### src/rtl/core/vwg_pkg.sv
package vwg_pkg;

    localparam int SAMPLE_W  = 16;
    localparam int DEG_W     = 6;
    localparam int HORIZON_W = 5;
    localparam int ENTRY_W   = SAMPLE_W + DEG_W;

    localparam logic [DEG_W-1:0]     DEG_MAX       = 6'd63;
    localparam logic [HORIZON_W-1:0] HORIZON_RESET = 5'd16;

    localparam logic KIND_EDGE   = 1'b0;
    localparam logic KIND_DEGREE = 1'b1;

    typedef enum logic [2:0] {
        ST_IDLE,
        ST_EDGE,
        ST_DEG,
        ST_SELF,
        ST_DONE
    } vwg_state_t;

endpackage

### src/rtl/core/vwg_ram.sv
module vwg_ram #(
    parameter int WIDTH = 22,
    parameter int DEPTH = 17
) (
    input  logic                                  clk,
    input  logic                                  we,
    input  logic [(DEPTH > 1 ? $clog2(DEPTH) : 1)-1:0] waddr,
    input  logic [WIDTH-1:0]                      wdata,
    input  logic [(DEPTH > 1 ? $clog2(DEPTH) : 1)-1:0] raddr,
    output logic [WIDTH-1:0]                      rdata
);

    logic [WIDTH-1:0] mem [DEPTH];

    always_ff @(posedge clk)
    begin
        if (we)
        begin
            mem[waddr] <= wdata;
        end
        rdata <= mem[raddr];
    end

endmodule

### src/rtl/core/windowed_visibility_graph.sv
// channel  | dir | handshake          | payload
// s        | in  | s_tvalid/s_tready  | s_tdata sample, s_tlast final_sample
// m        | out | m_tvalid/m_tready  | m_tdata node_a/node_b/degree, m_tuser kind, m_tlast
// apb      | in  | psel/penable/pready| horizon at byte address 0
//
// a regular sample is compared with lim earlier samples, lim = min(horizon, samples held);
// the last sample of a series also flushes the degree of every held node
// the pace is set by the single window memory: one partner read per cycle while the
// pending stage has room; the registered read data is then evaluated and written back
// rst_n clears control state only; a fill count marks valid window entries
// a stalled output register freezes the walk, a result waits in one pending stage
module windowed_visibility_graph #(
    parameter int MAX_HORIZON = 16,
    parameter int INDEX_BITS  = 20
) (
    input  logic                                                    clk,
    input  logic                                                    rst_n,
    input  logic                                                    s_tvalid,
    output logic                                                    s_tready,
    input  logic [vwg_pkg::SAMPLE_W-1:0]                            s_tdata, // sample
    input  logic                                                    s_tlast,
    output logic                                                    m_tvalid,
    input  logic                                                    m_tready,
    output logic [((2*INDEX_BITS+vwg_pkg::DEG_W+7)/8)*8-1:0]        m_tdata, // node_a, node_b, degree
    output logic                                                    m_tuser, // kind
    output logic                                                    m_tlast,
    input  logic                                                    psel,
    input  logic                                                    penable,
    input  logic                                                    pwrite,
    input  logic [1:0]                                              paddr,
    input  logic [31:0]                                             pwdata,
    output logic [31:0]                                             prdata,
    output logic                                                    pready
);

    import vwg_pkg::*;

    localparam int OUT_W = ((2*INDEX_BITS + DEG_W + 7) / 8) * 8;
    localparam int DEPTH = MAX_HORIZON + 1;
    localparam int SW    = $clog2(MAX_HORIZON + 1);
    localparam int DW    = $clog2(MAX_HORIZON + 2);
    localparam int CW    = DW > HORIZON_W ? DW : HORIZON_W;
    localparam int PW    = SAMPLE_W + 1 + DW + 1;

    vwg_state_t                    st_reg, st_next;
    logic signed [SAMPLE_W-1:0]    x_reg, x_next;
    logic                          fin_reg, fin_next;
    logic [INDEX_BITS-1:0]         j_reg, j_next;
    logic [DW-1:0]                 lim_reg, lim_next;
    logic [DW-1:0]                 dist_reg, dist_next;
    logic                          ev_valid_reg, ev_valid_next;
    logic [DW-1:0]                 ev_dist_reg, ev_dist_next;
    logic [SW-1:0]                 ev_slot_reg, ev_slot_next;
    logic                          best_valid_reg, best_valid_next;
    logic signed [SAMPLE_W:0]      best_num_reg, best_num_next;
    logic [DW-1:0]                 best_den_reg, best_den_next;
    logic [DEG_W-1:0]              deg_cur_reg, deg_cur_next;
    logic                          pnd_valid_reg, pnd_valid_next;
    logic                          pnd_kind_reg, pnd_kind_next;
    logic [INDEX_BITS-1:0]         pnd_a_reg, pnd_a_next;
    logic [INDEX_BITS-1:0]         pnd_b_reg, pnd_b_next;
    logic [DEG_W-1:0]              pnd_deg_reg, pnd_deg_next;
    logic                          out_valid_reg, out_valid_next;
    logic                          out_kind_reg, out_kind_next;
    logic [INDEX_BITS-1:0]         out_a_reg, out_a_next;
    logic [INDEX_BITS-1:0]         out_b_reg, out_b_next;
    logic [DEG_W-1:0]              out_deg_reg, out_deg_next;
    logic                          out_last_reg, out_last_next;
    logic [SW-1:0]                 ptr_reg, ptr_next;
    logic [DW-1:0]                 fill_reg, fill_next;
    logic [INDEX_BITS-1:0]         count_reg, count_next;
    logic [HORIZON_W-1:0]          horizon_reg, horizon_next;

    logic                          ram_we;
    logic [SW-1:0]                 ram_waddr;
    logic [ENTRY_W-1:0]            ram_wdata;
    logic [SW-1:0]                 ram_raddr;
    logic [ENTRY_W-1:0]            ram_rdata;

    logic signed [SAMPLE_W-1:0]    rd_y;
    logic [DEG_W-1:0]              rd_deg;
    logic signed [SAMPLE_W:0]      diff;
    logic signed [PW-1:0]          prod_new;
    logic signed [PW-1:0]          prod_best;
    logic                          vis;
    logic                          out_free;
    logic                          pend_free;
    logic                          out_load;
    logic                          push_last;
    logic                          new_res;
    logic                          new_kind;
    logic [INDEX_BITS-1:0]         new_a;
    logic [INDEX_BITS-1:0]         new_b;
    logic [DEG_W-1:0]              new_deg;
    logic [CW-1:0]                 hz_ext;
    logic [CW-1:0]                 h_c;
    logic [DW-1:0]                 h;
    logic [DW-1:0]                 lim_c;
    logic [SW-1:0]                 iss_slot;
    logic                          fill_full;

    function automatic logic [SW-1:0] slot_back(input logic [SW-1:0] p, input logic [DW-1:0] d);
        logic [DW:0] pe;
        logic [DW:0] de;
        pe = (DW+1)'(p);
        de = {1'b0, d};
        if (pe >= de)
        begin
            return SW'(pe - de);
        end
        return SW'(pe + (DW+1)'(DEPTH) - de);
    endfunction

    function automatic logic [DEG_W-1:0] sat_inc(input logic [DEG_W-1:0] v);
        return (v == DEG_MAX) ? v : v + DEG_W'(1);
    endfunction

    vwg_ram #(
        .WIDTH (ENTRY_W),
        .DEPTH (DEPTH)
    ) u_window (
        .clk   (clk),
        .we    (ram_we),
        .waddr (ram_waddr),
        .wdata (ram_wdata),
        .raddr (ram_raddr),
        .rdata (ram_rdata)
    );

    assign rd_y      = signed'(ram_rdata[SAMPLE_W-1:0]);
    assign rd_deg    = ram_rdata[ENTRY_W-1:SAMPLE_W];
    assign diff      = {rd_y[SAMPLE_W-1], rd_y} - {x_reg[SAMPLE_W-1], x_reg};
    assign prod_new  = diff * signed'({1'b0, best_den_reg});
    assign prod_best = best_num_reg * signed'({1'b0, ev_dist_reg});
    assign vis       = !best_valid_reg || (prod_new > prod_best);

    assign out_free  = !out_valid_reg || m_tready;
    assign pend_free = !pnd_valid_reg || out_free;
    assign fill_full = (fill_reg == DW'(MAX_HORIZON));
    assign iss_slot  = slot_back(ptr_reg, dist_reg);

    assign hz_ext = CW'(horizon_reg);
    assign h_c    = (hz_ext == '0) ? CW'(1) :
                    (hz_ext > CW'(MAX_HORIZON)) ? CW'(MAX_HORIZON) : hz_ext;
    assign h      = DW'(h_c);
    assign lim_c  = (h < fill_reg) ? h : fill_reg;

    always_comb
    begin
        st_next         = st_reg;
        x_next          = x_reg;
        fin_next        = fin_reg;
        j_next          = j_reg;
        lim_next        = lim_reg;
        dist_next       = dist_reg;
        ev_valid_next   = ev_valid_reg;
        ev_dist_next    = ev_dist_reg;
        ev_slot_next    = ev_slot_reg;
        best_valid_next = best_valid_reg;
        best_num_next   = best_num_reg;
        best_den_next   = best_den_reg;
        deg_cur_next    = deg_cur_reg;
        ptr_next        = ptr_reg;
        fill_next       = fill_reg;
        count_next      = count_reg;
        ram_we          = 1'b0;
        ram_waddr       = ev_slot_reg;
        ram_wdata       = ram_rdata;
        ram_raddr       = iss_slot;
        new_res         = 1'b0;
        new_kind        = KIND_EDGE;
        new_a           = j_reg - INDEX_BITS'(ev_dist_reg);
        new_b           = '0;
        new_deg         = '0;
        push_last       = 1'b0;

        case (st_reg)
            ST_IDLE:
            begin
                if (s_tvalid)
                begin
                    x_next          = signed'(s_tdata);
                    fin_next        = s_tlast;
                    j_next          = count_reg;
                    lim_next        = lim_c;
                    dist_next       = DW'(1);
                    ev_valid_next   = 1'b0;
                    best_valid_next = 1'b0;
                    deg_cur_next    = '0;
                    st_next         = ST_EDGE;
                end
            end
            ST_EDGE:
            begin
                if (ev_valid_reg && vis && pend_free)
                begin
                    ram_we          = 1'b1;
                    ram_wdata       = {sat_inc(rd_deg), ram_rdata[SAMPLE_W-1:0]};
                    new_res         = 1'b1;
                    new_kind        = KIND_EDGE;
                    new_b           = j_reg;
                    deg_cur_next    = sat_inc(deg_cur_reg);
                    best_valid_next = 1'b1;
                    best_num_next   = diff;
                    best_den_next   = ev_dist_reg;
                end
                if (!ev_valid_reg || !vis || pend_free)
                begin
                    if (dist_reg <= lim_reg)
                    begin
                        ev_valid_next = 1'b1;
                        ev_dist_next  = dist_reg;
                        ev_slot_next  = iss_slot;
                        dist_next     = dist_reg + DW'(1);
                    end
                    else
                    begin
                        ev_valid_next = 1'b0;
                        dist_next     = fin_reg ? fill_reg :
                                        (fill_full ? DW'(MAX_HORIZON) : '0);
                        st_next       = ST_DEG;
                    end
                end
                else
                begin
                    ram_raddr = ev_slot_reg;
                end
            end
            ST_DEG:
            begin
                if (ev_valid_reg && pend_free)
                begin
                    new_res  = 1'b1;
                    new_kind = KIND_DEGREE;
                    new_deg  = rd_deg;
                end
                if (!ev_valid_reg || pend_free)
                begin
                    if (dist_reg != '0)
                    begin
                        ev_valid_next = 1'b1;
                        ev_dist_next  = dist_reg;
                        ev_slot_next  = iss_slot;
                        dist_next     = fin_reg ? dist_reg - DW'(1) : '0;
                    end
                    else
                    begin
                        ev_valid_next = 1'b0;
                        st_next       = fin_reg ? ST_SELF : ST_DONE;
                    end
                end
                else
                begin
                    ram_raddr = ev_slot_reg;
                end
            end
            ST_SELF:
            begin
                if (pend_free)
                begin
                    new_res  = 1'b1;
                    new_kind = KIND_DEGREE;
                    new_a    = j_reg;
                    new_deg  = deg_cur_reg;
                    st_next  = ST_DONE;
                end
            end
            ST_DONE:
            begin
                if (!pnd_valid_reg || out_free)
                begin
                    push_last = pnd_valid_reg;
                    if (fin_reg)
                    begin
                        ptr_next   = '0;
                        fill_next  = '0;
                        count_next = '0;
                    end
                    else
                    begin
                        ram_we     = 1'b1;
                        ram_waddr  = ptr_reg;
                        ram_wdata  = {deg_cur_reg, x_reg};
                        ptr_next   = (ptr_reg == SW'(MAX_HORIZON)) ? '0 : ptr_reg + SW'(1);
                        fill_next  = fill_full ? fill_reg : fill_reg + DW'(1);
                        count_next = count_reg + INDEX_BITS'(1);
                    end
                    st_next = ST_IDLE;
                end
            end
            default:
            begin
                st_next = ST_IDLE;
            end
        endcase
    end

    // pending stage and output register
    always_comb
    begin
        out_load       = (new_res && pnd_valid_reg) || push_last;
        pnd_valid_next = pnd_valid_reg;
        pnd_kind_next  = pnd_kind_reg;
        pnd_a_next     = pnd_a_reg;
        pnd_b_next     = pnd_b_reg;
        pnd_deg_next   = pnd_deg_reg;
        if (new_res)
        begin
            pnd_valid_next = 1'b1;
            pnd_kind_next  = new_kind;
            pnd_a_next     = new_a;
            pnd_b_next     = new_b;
            pnd_deg_next   = new_deg;
        end
        else if (push_last)
        begin
            pnd_valid_next = 1'b0;
        end

        out_valid_next = out_valid_reg;
        out_kind_next  = out_kind_reg;
        out_a_next     = out_a_reg;
        out_b_next     = out_b_reg;
        out_deg_next   = out_deg_reg;
        out_last_next  = out_last_reg;
        if (out_load)
        begin
            out_valid_next = 1'b1;
            out_kind_next  = pnd_kind_reg;
            out_a_next     = pnd_a_reg;
            out_b_next     = pnd_b_reg;
            out_deg_next   = pnd_deg_reg;
            out_last_next  = push_last;
        end
        else if (m_tready)
        begin
            out_valid_next = 1'b0;
        end
    end

    assign horizon_next = (psel && penable && pwrite) ? pwdata[HORIZON_W-1:0] : horizon_reg;

    always_ff @(posedge clk or negedge rst_n)
    begin
        if (!rst_n)
        begin
            st_reg         <= ST_IDLE;
            ev_valid_reg   <= 1'b0;
            best_valid_reg <= 1'b0;
            pnd_valid_reg  <= 1'b0;
            out_valid_reg  <= 1'b0;
            ptr_reg        <= '0;
            fill_reg       <= '0;
            count_reg      <= '0;
            horizon_reg    <= HORIZON_RESET;
        end
        else
        begin
            st_reg         <= st_next;
            ev_valid_reg   <= ev_valid_next;
            best_valid_reg <= best_valid_next;
            pnd_valid_reg  <= pnd_valid_next;
            out_valid_reg  <= out_valid_next;
            ptr_reg        <= ptr_next;
            fill_reg       <= fill_next;
            count_reg      <= count_next;
            horizon_reg    <= horizon_next;
        end
    end

    always_ff @(posedge clk)
    begin
        x_reg        <= x_next;
        fin_reg      <= fin_next;
        j_reg        <= j_next;
        lim_reg      <= lim_next;
        dist_reg     <= dist_next;
        ev_dist_reg  <= ev_dist_next;
        ev_slot_reg  <= ev_slot_next;
        best_num_reg <= best_num_next;
        best_den_reg <= best_den_next;
        deg_cur_reg  <= deg_cur_next;
        pnd_kind_reg <= pnd_kind_next;
        pnd_a_reg    <= pnd_a_next;
        pnd_b_reg    <= pnd_b_next;
        pnd_deg_reg  <= pnd_deg_next;
        out_kind_reg <= out_kind_next;
        out_a_reg    <= out_a_next;
        out_b_reg    <= out_b_next;
        out_deg_reg  <= out_deg_next;
        out_last_reg <= out_last_next;
    end

    assign s_tready = (st_reg == ST_IDLE);
    assign m_tvalid = out_valid_reg;
    assign m_tuser  = out_kind_reg;
    assign m_tlast  = out_last_reg;
    assign m_tdata  = OUT_W'({out_deg_reg, out_b_reg, out_a_reg});
    assign prdata   = 32'(horizon_reg);
    assign pready   = 1'b1;

`ifndef SYNTHESIS
    a_idle_no_read: assert property (@(posedge clk) disable iff (!rst_n)
        s_tready |-> !ev_valid_reg)
        else $error("window read in flight while idle");

    a_fill_bound: assert property (@(posedge clk) disable iff (!rst_n)
        fill_reg <= DW'(MAX_HORIZON))
        else $error("fill count beyond window depth");

    a_edge_dist: assert property (@(posedge clk) disable iff (!rst_n)
        (st_reg == ST_EDGE && ev_valid_reg) |-> (ev_dist_reg != '0 && ev_dist_reg <= lim_reg))
        else $error("partner distance outside limit");

    a_first_partner: assert property (@(posedge clk) disable iff (!rst_n)
        (st_reg == ST_EDGE && ev_valid_reg && ev_dist_reg == DW'(1) && pend_free)
        |=> best_valid_reg)
        else $error("nearest partner not taken as visible");

    a_out_load_free: assert property (@(posedge clk) disable iff (!rst_n)
        out_load |-> out_free)
        else $error("output word overwritten before taken");
`endif

endmodule
### config.mk
export PLATFORM = sky130hd
export DESIGN_NAME = windowed_visibility_graph
export DESIGN_NICKNAME = d
export VERILOG_FILES = /design/src/rtl/core/vwg_pkg.sv /design/src/rtl/core/vwg_ram.sv /design/src/rtl/core/windowed_visibility_graph.sv
export SDC_FILE = /design/constraint.sdc
export NUM_CORES = 1
export LEC_CHECK = 0
export BUFFER_PORTS_ARGS = -buffer_cell sky130_fd_sc_hd__buf_2
export CAP_MARGIN = 20
export CELL_PAD_IN_SITES_DETAIL_PLACEMENT = 1
export CELL_PAD_IN_SITES_GLOBAL_PLACEMENT = 2
export CORE_MARGIN = 5
export CORE_UTILIZATION = 45
export DETAILED_ROUTE_END_ITERATION = 6
export GPL_TIMING_DRIVEN = 0
export PLACE_DENSITY = 0.79
export SYNTH_ARGS = -nofsm -noshare
export SYNTH_HDL_FRONTEND = slang
export SYNTH_HIERARCHICAL = 1
export SYNTH_SLANG_ARGS = --single-unit
### constraint.sdc
create_clock -name clk -period 11.9 [get_ports clk]
set_input_delay 1.785 -clock clk [delete_from_list [all_inputs] [get_ports clk]]
set_output_delay 1.785 -clock clk [all_outputs]
set_load 0.02 [all_outputs]
==> impl_metrics.yaml <==
sta:
  timing.fmax_mhz: 88.6
  hold_viol: 0
  tightestPinTransition_ns: 1.09
  timing.final.crit_share_pct: 94.9
  final-setup-viol-count: 0
  slew_headroom_pct: 26.8
  rsz0062_at_grt: "no"
  slew_viol_final: 0
  clock_skew_ns: 0.0473
  finalCriticalPeriod_ns: 11.29
  layout_setup_ws_ns: 0.608
  finalHoldWorstSlack_ns: 0.416
detailed_routing:
  first_pass_iters: 5
  ant_nets: 0
  wl_per_cell_um: 22.9
  viasPerCell: 5.48
  initialDrtViolationCount: 1268
  drt-total-wl_um: 81500
  vias: 19500
  drc: 0
synth:
  ys_async_sr_fraction_pct: 6.80
  syn_area_sq_um: 32300
  synth_edf_count: 554
  synth_area_leaders: "edfxtp_1, fa_1, ha_1, mux4_2, dfrtp_1"
  synth_area_per_cell_sq_um: 13.8
  yosys_warnings: 6
  ys.flop_type: "edfxtp_1"
  synth_cell_types: 81
  ys_seq_elements: 618
  syn_inst: 2333
  ys_seq_area_share_pct: 56.2
  synth_top_area_share_pct: 51.6
  synth_area_leader_cell: "edfxtp_1"
job:
  max_cap_viol_count: 0
hold_path:
  holdCritPathClass: "reg2reg"
finish:
  final_cell_mix: "edfxtp_1, inv_1, ha_1, nand2_1, and2_1"
  final_cells: 3555
  regMostFlops: "u_window/mem"
  final_area_sq_um: 36900
  antenna_cells: 0
  top_regs: "u_window/mem (374), u_window/rdata (22)"
  area_growth_pct: 14.4
  drive_gt1_share_pct: 16.5
  fillers: 7063
  final_common_cell: "edfxtp_1"
  final_net_count: 2878
  largest_register_ffs: 374
die:
  core_area_sq_um: 71200
  dieArea_sq_um: 77100
  die_h_um: 278
  rows: 98
  initial_core_util_pct: 45.3
  die_w_um: 278
  pin_count: 143
setup_path:
  critical_path_buf_inv_count: 5
  cpPeakStageDelay_ns: 0.89
  cp-start-kind: "register"
  cp.required_ns: 12.22
  worst_path_max_delay_cell: "nor3_2"
  arrival_ns: 11.61
  cp_max_fo: 9
  critical-path-top-delay-family: "simple AND/OR/NAND/NOR gates"
  crit_type: "reg2reg"
  endpoint_kind: "register"
grt:
  grt_overflow: 0
  grt_first_pass_wirelength_um: 127000
  grt_use_total_pct: 21.1
  grt_start_max_net_pins: 51
  antenna_found_initial: 1
  grt_pass1_vias: 21300
placed_design:
  placed_area_sq_um: 34500
  place.gp.congestion: 0.815
  pre_cts_slack_ns: 0.699
  dpl.cell_count: 3423
  place.port_buffers: 83
  hpwl_um: 57600
cts:
  ctsResizeCount: 0
  cts_buffers: 68
  cts.sinks: 618
  clk_latency_ns: 0.63
  postCtsSetupBuffers: 0
  htree_levels: 3
  cts_buffer_depth: 3
  cts_tree: "yes"
  cts_hold_buf: 0
  root_buffer: "clkbuf_16"
  clk_pin_slew_ns: 0.06
run_status:
  status: "complete, no violations"
worst reg2reg max path: cells and delay by family, from the launching register on:
| family | cells | cell delay [ns] |
|---|---|---|
| and+or+nand+nor | 12 | 3.49 |
| xor gates and xnor gates | 2 | 0.79 |
| AOI/OAI and AO/OA | 10 | 3.18 |
| DFF | 1 | 0.49 |
| adders and majority gates | 6 | 2.41 |
| buffers and inverters | 5 | 0.62 |
logic make-up (layout without fill, tap and decap cells):
group	after synthesis	after routing	share of synthesized area (%)
flops	618	618	56.2
simple gates	571	571	8.90
compound gates	329	329	7.09
buf+inv	326	570	4.72
fa+ha+maj	269	269	13.0
mux	132	132	7.75
xor+xnor	86	86	2.33
other cells	2	30	0.0233
layout make-up:
type                       instances  area [sq um]  share of cell area (%)
clock buffer                      81          1820                    4.94
inverter                         225           845                    2.29
tap                              950          1190                    3.22
clock inverter                    43           531                    1.44
buffer                           101           677                    1.83
timing repair buffer             120           875                    2.37
multi-input combinational       1417         12800                    34.8
sequential                       618         18100                    49.1
stage by stage:
| stage | util (%) | setup TNS [ns] |
|---|---|---|
| finish | 51.8 | 0 |
| detailed placement | 48.4 | 0 |
| floorplan | - | 0 |
| global route | 51.8 | 0 |
| global placement | 47.7 | -98.85 |
| CTS | 51.7 | 0 |
Yosys cell counts, types with 7 or more instances:
master / number
ha_1: 159
a21oi_1: 71
fa_1: 110
o22ai_1: 26
mux4_1: 15
and3_1: 12
a21o_1: 16
buf_6: 7
nor2b_1: 30
mux4_2: 73
dfxtp_1: 22
o21bai_1: 7
nand2b_1: 17
o21ai_0: 89
nand4_1: 11
a22o_1: 11
or3_1: 8
inv_1: 224
and2_1: 137
edfxtp_1: 554
clkbuf_1: 39
buf_4: 36
mux2_2: 16
a211oi_1: 9
dfrtp_1: 41
buf_2: 10
xnor2_1: 54
o21a_1: 17
nand2_1: 148
nor3_1: 35
nand3_1: 30
xor2_1: 32
mux2i_1: 28
a221oi_2: 22
nor2_1: 119
metal layers:
metal  track usage [%]  vias up  part of all wire (%)
li1                  -     8855                     -
met1              27.7    10000                    42
met2              37.2      480                    51
met3              3.27      109                   5.2
met4              5.11        0                   2.3
met5                 0        -                     0
final timing paths:
path | from | end | slack, ns | cells after the start
hold reg to reg | pnd_b_reg[0] | out_b_reg[0] | 0.42 | 0
setup / recovery | x_reg[1] | u_window/mem[0][3] | 0.61 | 35
hold / removal | pnd_b_reg[0] | out_b_reg[0] | 0.42 | 0
max in group asynchronous | rst_n | horizon_reg[4] | 10.32 | 2
setup reg to reg | x_reg[1] | u_window/mem[0][3] | 0.61 | 35
min in group asynchronous | rst_n | count_reg[19] | 1.01 | 1
Power is not shown: default switching activity piles up to over one toggle a cycle in this logic, so the estimate is an artifact.
